===== src/rtl/cfa_pkg.sv =====
package cfa_pkg;

	localparam int MAX_FRAMES_DEF = 1024;
	localparam int NW = 11;   // width of frame counts and the pool size
	localparam int FW = 20;   // width of absolute frame numbers

	// frame states
	localparam logic [1:0] ST_FREE = 2'b00;
	localparam logic [1:0] ST_USED = 2'b01;
	localparam logic [1:0] ST_HEAD = 2'b11;

	// request modes
	localparam logic [1:0] MD_INIT = 2'd0;
	localparam logic [1:0] MD_ALLOC = 2'd1;
	localparam logic [1:0] MD_REL = 2'd2;
	localparam logic [1:0] MD_MARK = 2'd3;

	// result codes
	localparam logic [2:0] RS_OK = 3'd0;
	localparam logic [2:0] RS_TOO_FEW = 3'd1;
	localparam logic [2:0] RS_NO_RUN = 3'd2;
	localparam logic [2:0] RS_RANGE = 3'd3;
	localparam logic [2:0] RS_NOT_HEAD = 3'd4;
	localparam logic [2:0] RS_NOT_POOL = 3'd5;

	// configuration register indexes
	localparam logic [1:0] CFG_BASE = 2'd0;
	localparam logic [1:0] CFG_POOL = 2'd1;
	localparam logic [1:0] CFG_RSV = 2'd2;

	typedef struct packed {
		logic accept; // latch the incoming request
		logic ld;     // load pointers for the latched request
		logic clr;    // clearing pass after reset
		logic init;   // init sweep
		logic rd;     // issue map reads
		logic ascan;  // allocate scan
		logic awr;    // allocate write-back
		logic rwalk;  // release walk
		logic mwalk;  // mark walk
	} cmd_t;

	typedef struct packed {
		logic [1:0] mode;
		logic too_few;
		logic zero_cnt;
		logic rel_bad;
		logic mark_bad;
		logic hit;
		logic scan_last;
		logic not_head;
		logic rel_stop;
		logic awr_last;
		logic init_last;
	} flags_t;

endpackage


===== src/rtl/contiguous_frame_allocator.sv =====
// Channel   Direction  Handshake              Payload
// in        input      in_valid / in_ready    mode, frame_number, frame_count
// out       output     out_valid / out_ready  status
// cfg       input      cfg_valid / cfg_ready  cfg_index, cfg_data
//
// One request at a time; a result register lets the next request in while it waits.
// Init writes every frame of the map, one map write a cycle. Allocate scans one frame
// a cycle (the whole pool when no run fits), then writes one claimed frame a cycle.
// Release and mark walk one frame a cycle. Checks that fail answer without a map walk.
// After reset a clearing pass over the whole map runs before the first request.
// Stalls on out hold the finished result and block the next result, and with it in_ready.
module contiguous_frame_allocator #(
	parameter int MAX_FRAMES = cfa_pkg::MAX_FRAMES_DEF
) (
	input  logic                   clk,
	input  logic                   arst_n,
	input  logic                   in_valid,
	output logic                   in_ready,
	input  logic [1:0]             mode,
	input  logic [cfa_pkg::FW-1:0] frame_number,
	input  logic [cfa_pkg::NW-1:0] frame_count,
	output logic                   out_valid,
	input  logic                   out_ready,
	output logic [2:0]             status,
	input  logic                   cfg_valid,
	output logic                   cfg_ready,
	input  logic [1:0]             cfg_index,
	input  logic [cfa_pkg::FW-1:0] cfg_data
);

	logic [cfa_pkg::FW-1:0] base_frame_q;
	logic [cfa_pkg::NW-1:0] pool_frames_q;
	logic                   reserve_first_q;
	cfa_pkg::cmd_t          cmd;
	cfa_pkg::flags_t        flags;

	// config writes are always taken; an index beyond the list is dropped
	assign cfg_ready = 1'b1;

	always_ff @(posedge clk or negedge arst_n) begin
		if (!arst_n) begin
			base_frame_q <= '0;
			pool_frames_q <= cfa_pkg::NW'(1024);
			reserve_first_q <= 1'b1;
		end else if (cfg_valid) begin
			case (cfg_index)
				cfa_pkg::CFG_BASE: base_frame_q <= cfg_data;
				cfa_pkg::CFG_POOL: pool_frames_q <= cfg_data[cfa_pkg::NW-1:0];
				cfa_pkg::CFG_RSV: reserve_first_q <= cfg_data[0];
				default: ;
			endcase
		end
	end

	// sequence the request phases
	cfa_ctrl u_ctrl (
		.clk       (clk),
		.arst_n    (arst_n),
		.in_valid  (in_valid),
		.in_ready  (in_ready),
		.out_valid (out_valid),
		.out_ready (out_ready),
		.status    (status),
		.flags     (flags),
		.cmd       (cmd)
	);

	// hold the frame map, the free count and the walk pointers
	cfa_datapath #(
		.MAX_FRAMES (MAX_FRAMES)
	) u_dp (
		.clk           (clk),
		.arst_n        (arst_n),
		.cmd           (cmd),
		.mode          (mode),
		.frame_number  (frame_number),
		.frame_count   (frame_count),
		.base_frame    (base_frame_q),
		.pool_frames   (pool_frames_q),
		.reserve_first (reserve_first_q),
		.flags         (flags)
	);

endmodule


===== src/rtl/cfa_datapath.sv =====
module cfa_datapath #(
	parameter int MAX_FRAMES = cfa_pkg::MAX_FRAMES_DEF
) (
	input  logic                    clk,
	input  logic                    arst_n,
	input  cfa_pkg::cmd_t           cmd,
	input  logic [1:0]              mode,
	input  logic [cfa_pkg::FW-1:0]  frame_number,
	input  logic [cfa_pkg::NW-1:0]  frame_count,
	input  logic [cfa_pkg::FW-1:0]  base_frame,
	input  logic [cfa_pkg::NW-1:0]  pool_frames,
	input  logic                    reserve_first,
	output cfa_pkg::flags_t         flags
);

	localparam int AW = $clog2(MAX_FRAMES);
	localparam int PW = (AW + 1 > 12) ? AW + 1 : 12;
	localparam int NRST = (MAX_FRAMES < 1024) ? MAX_FRAMES : 1024;
	localparam int NW = cfa_pkg::NW;
	localparam int FW = cfa_pkg::FW;

	logic [1:0]    mem [MAX_FRAMES];
	logic [1:0]    rd_q;
	logic [1:0]    mode_q;
	logic [FW-1:0] frame_q;
	logic [NW-1:0] cnt_q;
	logic [NW-1:0] fc_q;
	logic [NW-1:0] run_q;
	logic [PW-1:0] ptr_q, end_q, start_q, idx_s1;
	logic          vld_s1;

	logic [NW-1:0] n;
	logic [PW-1:0] n_p, cnt_p, rel_p;
	logic          re, we, first, last, is_free, is_head, rel_wr, mark_wr;
	logic [PW-1:0] waddr;
	logic [1:0]    wdata;

	assign n = (32'(pool_frames) > 32'(MAX_FRAMES)) ? NW'(MAX_FRAMES) : pool_frames;
	assign n_p = {{(PW-NW){1'b0}}, n};
	assign cnt_p = {{(PW-NW){1'b0}}, cnt_q};
	assign rel_p = PW'(frame_q - base_frame);

	assign re = cmd.rd && (ptr_q < end_q);
	assign first = idx_s1 == start_q;
	assign last = idx_s1 == end_q - PW'(1);
	assign is_free = rd_q == cfa_pkg::ST_FREE;
	assign is_head = rd_q == cfa_pkg::ST_HEAD;
	assign rel_wr = cmd.rwalk && vld_s1 && (first ? is_head : !(is_free || is_head));
	assign mark_wr = cmd.mwalk && vld_s1 && is_free;

	always_comb begin
		flags.mode = mode_q;
		flags.too_few = (cnt_q > fc_q) || (cnt_q > n);
		flags.zero_cnt = cnt_q == '0;
		flags.rel_bad = (frame_q < base_frame) ||
			({1'b0, frame_q} >= {1'b0, base_frame} + {{(FW+1-NW){1'b0}}, n});
		flags.mark_bad = (frame_q < base_frame) ||
			({2'b0, frame_q} + {{(FW+2-NW){1'b0}}, cnt_q} >
			 {2'b0, base_frame} + {{(FW+2-NW){1'b0}}, n});
		flags.hit = cmd.ascan && vld_s1 && is_free && (run_q + NW'(1) == cnt_q);
		flags.scan_last = vld_s1 && last;
		flags.not_head = cmd.rwalk && vld_s1 && first && !is_head;
		flags.rel_stop = cmd.rwalk && vld_s1 && ((!first && (is_free || is_head)) || last);
		flags.awr_last = ptr_q == start_q + cnt_p - PW'(1);
		flags.init_last = ptr_q == PW'(MAX_FRAMES - 1);
	end

	always_comb begin
		we = 1'b0;
		waddr = ptr_q;
		wdata = cfa_pkg::ST_FREE;
		if (cmd.init) begin
			we = 1'b1;
			if (ptr_q == '0 && (cmd.clr || (reserve_first && n != '0)))
				wdata = cfa_pkg::ST_USED;
		end else if (cmd.awr) begin
			we = 1'b1;
			wdata = (ptr_q == start_q) ? cfa_pkg::ST_HEAD : cfa_pkg::ST_USED;
		end else if (rel_wr) begin
			we = 1'b1;
			waddr = idx_s1;
		end else if (mark_wr) begin
			we = 1'b1;
			waddr = idx_s1;
			wdata = first ? cfa_pkg::ST_HEAD : cfa_pkg::ST_USED;
		end
	end

	always_ff @(posedge clk) begin
		if (we)
			mem[waddr[AW-1:0]] <= wdata;
		if (re)
			rd_q <= mem[ptr_q[AW-1:0]];
		idx_s1 <= ptr_q;
		if (cmd.accept) begin
			mode_q <= mode;
			frame_q <= frame_number;
			cnt_q <= frame_count;
		end
	end

	always_ff @(posedge clk or negedge arst_n) begin
		if (!arst_n) begin
			ptr_q <= '0;
			end_q <= '0;
			start_q <= '0;
			run_q <= '0;
			vld_s1 <= 1'b0;
			fc_q <= NW'(NRST - 1);
		end else begin
			vld_s1 <= re;
			if (cmd.ld) begin
				run_q <= '0;
				start_q <= rel_p;
				case (mode_q)
					cfa_pkg::MD_INIT: begin
						ptr_q <= '0;
						fc_q <= (reserve_first && n != '0) ? n - NW'(1) : n;
					end
					cfa_pkg::MD_ALLOC: begin
						ptr_q <= '0;
						end_q <= n_p;
					end
					cfa_pkg::MD_REL: begin
						ptr_q <= rel_p;
						end_q <= n_p;
					end
					default: begin
						ptr_q <= rel_p;
						end_q <= rel_p + cnt_p;
					end
				endcase
			end else if (flags.hit) begin
				ptr_q <= (run_q == '0) ? idx_s1 : start_q;
				fc_q <= fc_q - cnt_q;
			end else if (cmd.init || cmd.awr || re) begin
				ptr_q <= ptr_q + PW'(1);
			end
			if (cmd.ascan && vld_s1) begin
				if (is_free) begin
					if (run_q == '0)
						start_q <= idx_s1;
					run_q <= run_q + NW'(1);
				end else begin
					run_q <= '0;
				end
			end
			if (rel_wr && fc_q != '1)
				fc_q <= fc_q + NW'(1);
			if (mark_wr && fc_q != '0)
				fc_q <= fc_q - NW'(1);
		end
	end

endmodule


===== src/rtl/cfa_ctrl.sv =====
module cfa_ctrl (
	input  logic            clk,
	input  logic            arst_n,
	input  logic            in_valid,
	output logic            in_ready,
	output logic            out_valid,
	input  logic            out_ready,
	output logic [2:0]      status,
	input  cfa_pkg::flags_t flags,
	output cfa_pkg::cmd_t   cmd
);

	localparam logic [2:0] S_IDLE = 3'd0;
	localparam logic [2:0] S_DEC = 3'd1;
	localparam logic [2:0] S_INIT = 3'd2;
	localparam logic [2:0] S_ASCAN = 3'd3;
	localparam logic [2:0] S_AWR = 3'd4;
	localparam logic [2:0] S_RWALK = 3'd5;
	localparam logic [2:0] S_MWALK = 3'd6;
	localparam logic [2:0] S_DONE = 3'd7;

	logic [2:0] state_q, state_d;
	logic [2:0] st_q, st_d;
	logic       clr_q, out_valid_q;
	logic [2:0] status_q;

	assign in_ready = state_q == S_IDLE;
	assign out_valid = out_valid_q;
	assign status = status_q;

	always_comb begin
		cmd = '0;
		cmd.accept = in_valid && in_ready;
		cmd.ld = state_q == S_DEC;
		cmd.clr = clr_q;
		cmd.init = state_q == S_INIT;
		cmd.ascan = state_q == S_ASCAN;
		cmd.awr = state_q == S_AWR;
		cmd.rwalk = state_q == S_RWALK;
		cmd.mwalk = state_q == S_MWALK;
		cmd.rd = cmd.ascan || cmd.rwalk || cmd.mwalk;
	end

	always_comb begin
		state_d = state_q;
		st_d = st_q;
		case (state_q)
			S_IDLE: if (cmd.accept) state_d = S_DEC;
			S_DEC: begin
				state_d = S_DONE;
				st_d = cfa_pkg::RS_OK;
				case (flags.mode)
					cfa_pkg::MD_INIT: state_d = S_INIT;
					cfa_pkg::MD_ALLOC: begin
						if (flags.too_few) st_d = cfa_pkg::RS_TOO_FEW;
						else if (flags.zero_cnt) st_d = cfa_pkg::RS_NO_RUN;
						else state_d = S_ASCAN;
					end
					cfa_pkg::MD_REL: begin
						if (flags.rel_bad) st_d = cfa_pkg::RS_NOT_POOL;
						else state_d = S_RWALK;
					end
					default: begin
						if (flags.mark_bad) st_d = cfa_pkg::RS_RANGE;
						else if (!flags.zero_cnt) state_d = S_MWALK;
					end
				endcase
			end
			S_INIT: begin
				if (flags.init_last) begin
					state_d = clr_q ? S_IDLE : S_DONE;
					st_d = cfa_pkg::RS_OK;
				end
			end
			S_ASCAN: begin
				if (flags.hit) state_d = S_AWR;
				else if (flags.scan_last) begin
					state_d = S_DONE;
					st_d = cfa_pkg::RS_NO_RUN;
				end
			end
			S_AWR: begin
				if (flags.awr_last) begin
					state_d = S_DONE;
					st_d = cfa_pkg::RS_OK;
				end
			end
			S_RWALK: begin
				if (flags.not_head) begin
					state_d = S_DONE;
					st_d = cfa_pkg::RS_NOT_HEAD;
				end else if (flags.rel_stop) begin
					state_d = S_DONE;
					st_d = cfa_pkg::RS_OK;
				end
			end
			S_MWALK: begin
				if (flags.scan_last) begin
					state_d = S_DONE;
					st_d = cfa_pkg::RS_OK;
				end
			end
			S_DONE: if (!out_valid_q || out_ready) state_d = S_IDLE;
			default: state_d = S_IDLE;
		endcase
	end

	always_ff @(posedge clk or negedge arst_n) begin
		if (!arst_n) begin
			state_q <= S_INIT;
			clr_q <= 1'b1;
			st_q <= cfa_pkg::RS_OK;
			out_valid_q <= 1'b0;
		end else begin
			state_q <= state_d;
			st_q <= st_d;
			if (state_q == S_INIT && flags.init_last)
				clr_q <= 1'b0;
			if (state_q == S_DONE && (!out_valid_q || out_ready))
				out_valid_q <= 1'b1;
			else if (out_ready)
				out_valid_q <= 1'b0;
		end
	end

	always_ff @(posedge clk) begin
		if (state_q == S_DONE && (!out_valid_q || out_ready))
			status_q <= st_q;
	end

	a_one_phase: assert property (@(posedge clk) disable iff (!arst_n)
		$onehot0({cmd.init, cmd.ascan, cmd.awr, cmd.rwalk, cmd.mwalk}))
		else $error("more than one datapath phase active");
	a_accept_dec: assert property (@(posedge clk) disable iff (!arst_n)
		in_valid && in_ready |=> state_q == S_DEC)
		else $error("accepted request not decoded");
	a_done_out: assert property (@(posedge clk) disable iff (!arst_n)
		state_q == S_DONE && (!out_valid_q || out_ready) |=> out_valid_q)
		else $error("finished result not presented");
	a_clr_no_in: assert property (@(posedge clk) disable iff (!arst_n)
		clr_q |-> !in_ready)
		else $error("request taken during clearing pass");

endmodule


===== config.mk =====
export PLATFORM = sky130hd
export DESIGN_NAME = contiguous_frame_allocator
export DESIGN_NICKNAME = d
export VERILOG_FILES = /design/src/rtl/cfa_pkg.sv /design/src/rtl/contiguous_frame_allocator.sv /design/src/rtl/cfa_datapath.sv /design/src/rtl/cfa_ctrl.sv
export SDC_FILE = /design/constraint.sdc
export NUM_CORES = 2
export LEC_CHECK = 0
export ABC_AREA = 1
export BUFFER_PORTS_ARGS = -buffer_cell sky130_fd_sc_hd__buf_2
export CORE_MARGIN = 5
export CORE_UTILIZATION = 30
export DETAILED_ROUTE_END_ITERATION = 8
export PLACE_DENSITY = 0.44
export SLEW_MARGIN = 20
export SYNTH_ARGS = -nofsm -noshare
export SYNTH_HDL_FRONTEND = slang
export SYNTH_SLANG_ARGS = --single-unit

===== constraint.sdc =====
create_clock -name clk -period 53.4 [get_ports clk]
set_clock_uncertainty 0.2 [all_clocks]
set_input_delay 2.67 -clock clk [delete_from_list [all_inputs] [get_ports clk]]
set_output_delay 2.67 -clock clk [all_outputs]
set_load 0.01 [all_outputs]

**Yosys cells after proc, flatten, opt, wreduce, memory -nomap -nowiden**

Memory sizes are Yosys's and may differ from the RTL's. A register that Yosys moved wholly into a read port is not among the register bits.
Cells that the tools add are included.

- Muxes and demuxes: 69
- Order comparisons: 7
- $add $sub $neg: 14
- Equal/unequal tests: 28
- Reductions and logical operators: 58
- Bitwise logic cells: 1

Operators by type and width:

| cell | number |
|---|---|
| 2-to-1 mux 11 bit | 10 |
| 2-to-1 mux 12 bit | 9 |
| adder 20 x 11 -> 21 bit | 3 |
| 2-to-1 mux 3 bit | 21 |
| == test 12 bit | 4 |
| 2-to-1 mux 10 bit | 4 |
| adder 12 x 11 -> 12 bit | 2 |
| one-hot mux 12 bit (2 select lines) | 1 |
| one-hot mux 3 bit (8 select lines) | 1 |
| subtractor 12 x 1 -> 12 bit (second input constant) | 2 |
| adder 11 x 1 -> 11 bit (second input constant) | 2 |
| greater-than comparator 11 bit | 2 |
| greater-than comparator 22 bit | 1 |
| logical NOT 11 bit | 2 |
| nonzero test 11 bit | 2 |
| subtractor 11 x 1 -> 11 bit (second input constant) | 2 |
| >= comparator 20 x 21 -> 1 bit | 1 |
| logical AND 1 bit | 20 |
| < comparator 20 bit | 1 |
| 2-to-1 mux 2 bit | 9 |
| one-hot mux 3 bit (3 select lines) | 2 |
| one-hot mux 3 bit (6 select lines) | 1 |
| adder 12 x 1 -> 12 bit (second input constant) | 1 |
| == test 12 x 10 -> 1 bit (second input constant) | 1 |
| other kinds (30) | 73 |

- Bits in registers: 147
- Memories kept: 1
- RAM bits: 2,048

Memory list:

| memory | words | bits a word | rd ports | clocked after memory_dff | wr ports | line | source |
|---|---|---|---|---|---|---|---|
| u_dp.mem | 1,024 | 2 | 1 | 1 | 1 | cfa_datapath.sv:22 | `logic [1:0] mem [MAX_FRAMES];` |

**Longest topological paths before layout**

- Word-level depth: 10
- Depth in mapped cells: 36

**Cells and area by module**

A second synthesis with hierarchy kept.

- Cell total of the unflattened synthesis: 10,560
- Area total of the unflattened synthesis: 101,762.6 µm²

Modules (own cells, without submodules):

| module | times used | cells an instance | area each (µm²) | seq. area each (µm²) |
|---|---|---|---|---|
| cfa_datapath | 1 | 10,280 | 99,541.7 | 64,279.1 |
| contiguous_frame_allocator | 1 | 147 | 1,332.5 | 803.3 |
| cfa_ctrl | 1 | 133 | 888.4 | 292.8 |

**Least setup slack after synthesis**

Ideal clock, no wire load.

- Path kind: register to register
- From: register pool_frames_q[10] (netlist name)
- To: memory u_dp.mem[0][0], data pin
- Setup slack: 33.733 ns
- Cell stages (with the launch flop): 13
- Clock period less this slack: 19.667 ns
- Path buffers: 0
- Arrival: 14.290 ns
- Required time: 48.023 ns
- Path through: dfstp_2 > o21ai_1 > inv_1 > nor2_1 > inv_1 > ha_1 > nand2_1 > inv_1 > nand3_1 > nand2_1 > clkinv_1 > o211ai_1 > nand3_1

- Longest elaborated chain between the ends: 8

RTL lines:

| item | line | source |
|---|---|---|
| start, declared | contiguous_frame_allocator.sv:32 | `logic [cfa_pkg::NW-1:0] pool_frames_q;` |
| start signal, assigned | contiguous_frame_allocator.sv:43 | `pool_frames_q <= cfa_pkg::NW'(1024);` |
| start signal, assigned | contiguous_frame_allocator.sv:48 | `cfa_pkg::CFG_POOL: pool_frames_q <= cfg_data[cfa_pkg::NW-1:0];` |
| greater-than comparator 11 bit | cfa_datapath.sv:38 | `assign n = (32'(pool_frames) > 32'(MAX_FRAMES)) ? NW'(MAX_FRAMES) : pool_frames;` |
| 2-to-1 mux 11 bit (*) | cfa_datapath.sv:38 |  |
| nonzero test 11 bit (*) | cfa_datapath.sv:74 | `if (ptr_q == '0 && (cmd.clr \|\| (reserve_first && n != '0)))` |
| logical AND 1 bit (*) | cfa_datapath.sv:74 |  |
| logical OR 1 bit (*) | cfa_datapath.sv:74 |  |
| logical AND 1 bit (*) | cfa_datapath.sv:74 |  |
| 2-to-1 mux 1 bit (*) | cfa_datapath.sv:74 |  |
| 2-to-1 mux 2 bit (*) | cfa_datapath.sv:72 | `if (cmd.init) begin` |
| net u_dp.wdata[0] | cfa_datapath.sv:36 | `logic [1:0] wdata;` |
| end, declared | cfa_datapath.sv:22 |  |

The timed path passes the listed nets; every way through them passes the cells marked *.

**Final worst setup path**

- From: register pool_frames_q[7] (netlist name)
- To: memory u_dp.mem[166][0], data pin

Same word-level chain as after synthesis.

==> impl_results.md <==
* Peak Freq at 146 MHz
* Hold_buf cts at 0
* Initial DRC count at 6416
* Clk slew on worst S/H paths at 0.06 ns
* CP cell instances: nor2_1 > nand4_1 > o21ai_1 > nand2_1 > ha_1 > nand2_1 > inv_1 > nand3_1 > nand2_1 > clkinv_1 > o211ai_1 > nand3_4 > buf_4 > buf_12 > buf_4
* Power density cells at around 54 nW/um^2
* H-tree levels at 5
* Crit-path max FO at 198
* Crit path DAT at 7.15 ns
* Ys async rst share at under 10%
* Hold Vio Cnt, Final at 0
* Die X at 584 um
* Grt ovf at 0
* Final Critical Period at 6.83 ns
* Commonest non-fill, non-tap cells in the layout: nor2_1 (2343), edfxtp_1 (2086), nand2_1 (1358)
* Worst hold path type: reg2reg
* Setup TNS at 0 ns
* Area delta synth->final at 13.4%
* FF/Latch Area at ~65000 um^2
* Worst-Margin Slew at around 1.2 ns
* CP max stage cell: buf_4
* Post-CTS setup buffers at 0
* Critical path type: reg2reg
* Fin. max-slew vios at 0
* Buf/Inv on CP at 5
* Crit. End Element: flop
* Total length of routed wires at 332000 um
* Cells after synthesis at 9480
* EDFF count, synth at 2086
* Syn Nets at 9708
* Total core area at 328000 um^2
* CTS tree: built
* Status: finished clean
* Clock root cell: clkbuf_16
* Distinct cells, synth at 59
* Initial antenna violation count at 14
* Leak Pwr at between 30 and 40 nW
* Drt drc at 0
* Die Height at 584 um
* Delay-heaviest family, CP: buffers and inverters
* Area of the multi-input gates at 30300 um^2
* Fillers at ~33000
* Critical Path RT at 53.72 ns
* # resized after CTS at 0
* Max Root-Sink Buffers at 4
* RD Place Congestion at 0.879
* Vias in the first global route at about 70000
* Final setup viols at 0
* CP peak stage delay at 0.84 ns
* CTS sink count at about 2200
* GRT Total Usage at 18.9%
* Antenna Nets Post-Route at 0
* Vias at 71363
* Synthesized area at 98800 um^2
* CP most frequent cell: nand2_1
* #FFs+latches synth at 2197
* Register area share after synthesis at 66.2%
* Yosys warns at 0
* Average size of a mapped cell at 10.4 um^2
* Ys flop type: edfxtp_1
* Final nets at 9554
* Initial core utilization at 30.2%
* Worst-Skew Late Latency at slightly below 0.9 ns
* RSZ-0062 raised after global routing: false
* First-pass GRT wire length at 484000 um
* Final Util at between 30% and 40%
* VDD IR max at 38.4 uV
* Most common cell after layout, fill and taps aside: nor2_1
* Tcrit/Tclk final at between 10% and 20%
* Worst reg2reg setup slack at 46.57 ns
* Area of the die at 341000 um^2
* Number of core rows at 210
* Drt pass-1 iters at 6
* Num ports at between 60 and 70
* Largest net degree at the start of global routing at 207
* Slew HR at between 15 and 20%
* Placed wire-length estimate at 185000 um
* Port Buffer Count at 64
* Max-cap violation count at 0
* Setup crit start kind: flop
* Share of layout cells above drive strength 1 at 7.17%
* Total CTS buffers at 265
* Drt wl/cell at 24.0 um
* Post-DR vias/cell at 5.15
power by group:
group          leakage (nW)  internal (mW)  switching [mW]
clock network          3.97          0.993           0.724
logic                  13.8          0.536            1.61
registers              20.5           2.13          0.0592
total                  38.3           3.66            2.40
path summary, 6_finish.rpt:
path / startpoint / endpoint / cells past startpoint
setup / recovery: pool_frames_q[7] / u_dp.mem[166][0] / 15
hold / removal: u_ctrl.st_q[2] / u_ctrl.status[2] / 0
setup reg to reg: pool_frames_q[7] / u_dp.mem[166][0] / 15
hold reg to reg: u_ctrl.st_q[2] / u_ctrl.status[2] / 0
max in group asynchronous: arst_n / base_frame_q[16] / 2
min in group asynchronous: arst_n / u_dp.run_q[2] / 1
worst register-to-register path: cells and delay by family, from the launching register on:
family / cells / cell delay (ns)
flip-flops: 1 / 0.44
adder cells (fa/ha/maj): 1 / 0.36
buffers and inverters: 5 / 2.99
AO/OA/AOI/OAI: 2 / 0.87
AND/OR/NAND/NOR: 7 / 1.49
Yosys cell counts, drive strengths merged (39+ instances only):
cell type | count | area [um^2]
a21oi | 143 | 716
buf | 137 | 607
clkbuf | 507 | 1900
dfrtp | 85 | 2130
edfxtp | 2086 | 62600
ha | 162 | 2030
inv | 306 | 1150
nand2 | 1362 | 5110
nand3 | 166 | 836
nand4 | 69 | 432
nor2 | 2362 | 8890
o21ai | 1336 | 6710
o22ai | 451 | 2820
xnor2 | 39 | 342
xor2 | 81 | 709
registers in the layout (all words and copies together), names as in the netlist, 12 cells and up:
name / flops
u_dp.frame_q: 20
u_dp.ptr_q: 12
u_dp.start_q: 12
u_dp.end_q: 12
u_dp.mem: 2048
u_dp.idx_s1: 12
base_frame_q: 20
cells by family after synthesis:
| family | Yosys count | synth area share, % |
|---|---|---|
| DFF | 2197 | 66.2 |
| adders and majority gates | 168 | 2.17 |
| muxes | 1 | 0.0114 |
| buffers and inverters | 955 | 3.72 |
| other | 1 | 0.00379 |
| and+or+nand+nor | 4032 | 15.9 |
| AOI/OAI and AO/OA | 2005 | 10.9 |
| xor gates and xnor gates | 121 | 1.09 |
area by class of cell:
cell class,count,share of cell area [%]
repair buffers,223,1.50
clock inverters,131,0.958
clock buffers,323,6.25
diodes,3,0.00670
inverters,311,1.07
multi-input cells,6328,27.0
well taps,4346,4.85
flip-flops and latches,2197,58.3
metal layers:
metal  share of wire, %  global-route usage (%)  up-vias
met5                  0                       0        -
met4                2.8                    5.27        0
met3                5.8                    2.55      454
met2                 47                    31.1     2138
met1                 45                    26.0    35928
li1                   -                       -    32843
through the flow:
stage	hold WS [ns]	cells	instance area, um^2	total power [mW]	setup WS, ns
5_1_grt	0.282	13860	112000	6.40	46.07
6_report	0.263	13862	112000	6.06	46.57
3_3_place_gp	0.243	13405	104000	4.39	46.67
4_1_cts	0.264	13859	112000	6.12	46.66
2_1_floorplan	0.169	9480	98800	3.83	33.73
3_5_place_dp	0.242	13405	104000	4.38	46.66
No activity file was read; power rests on OpenSTA's default activity.
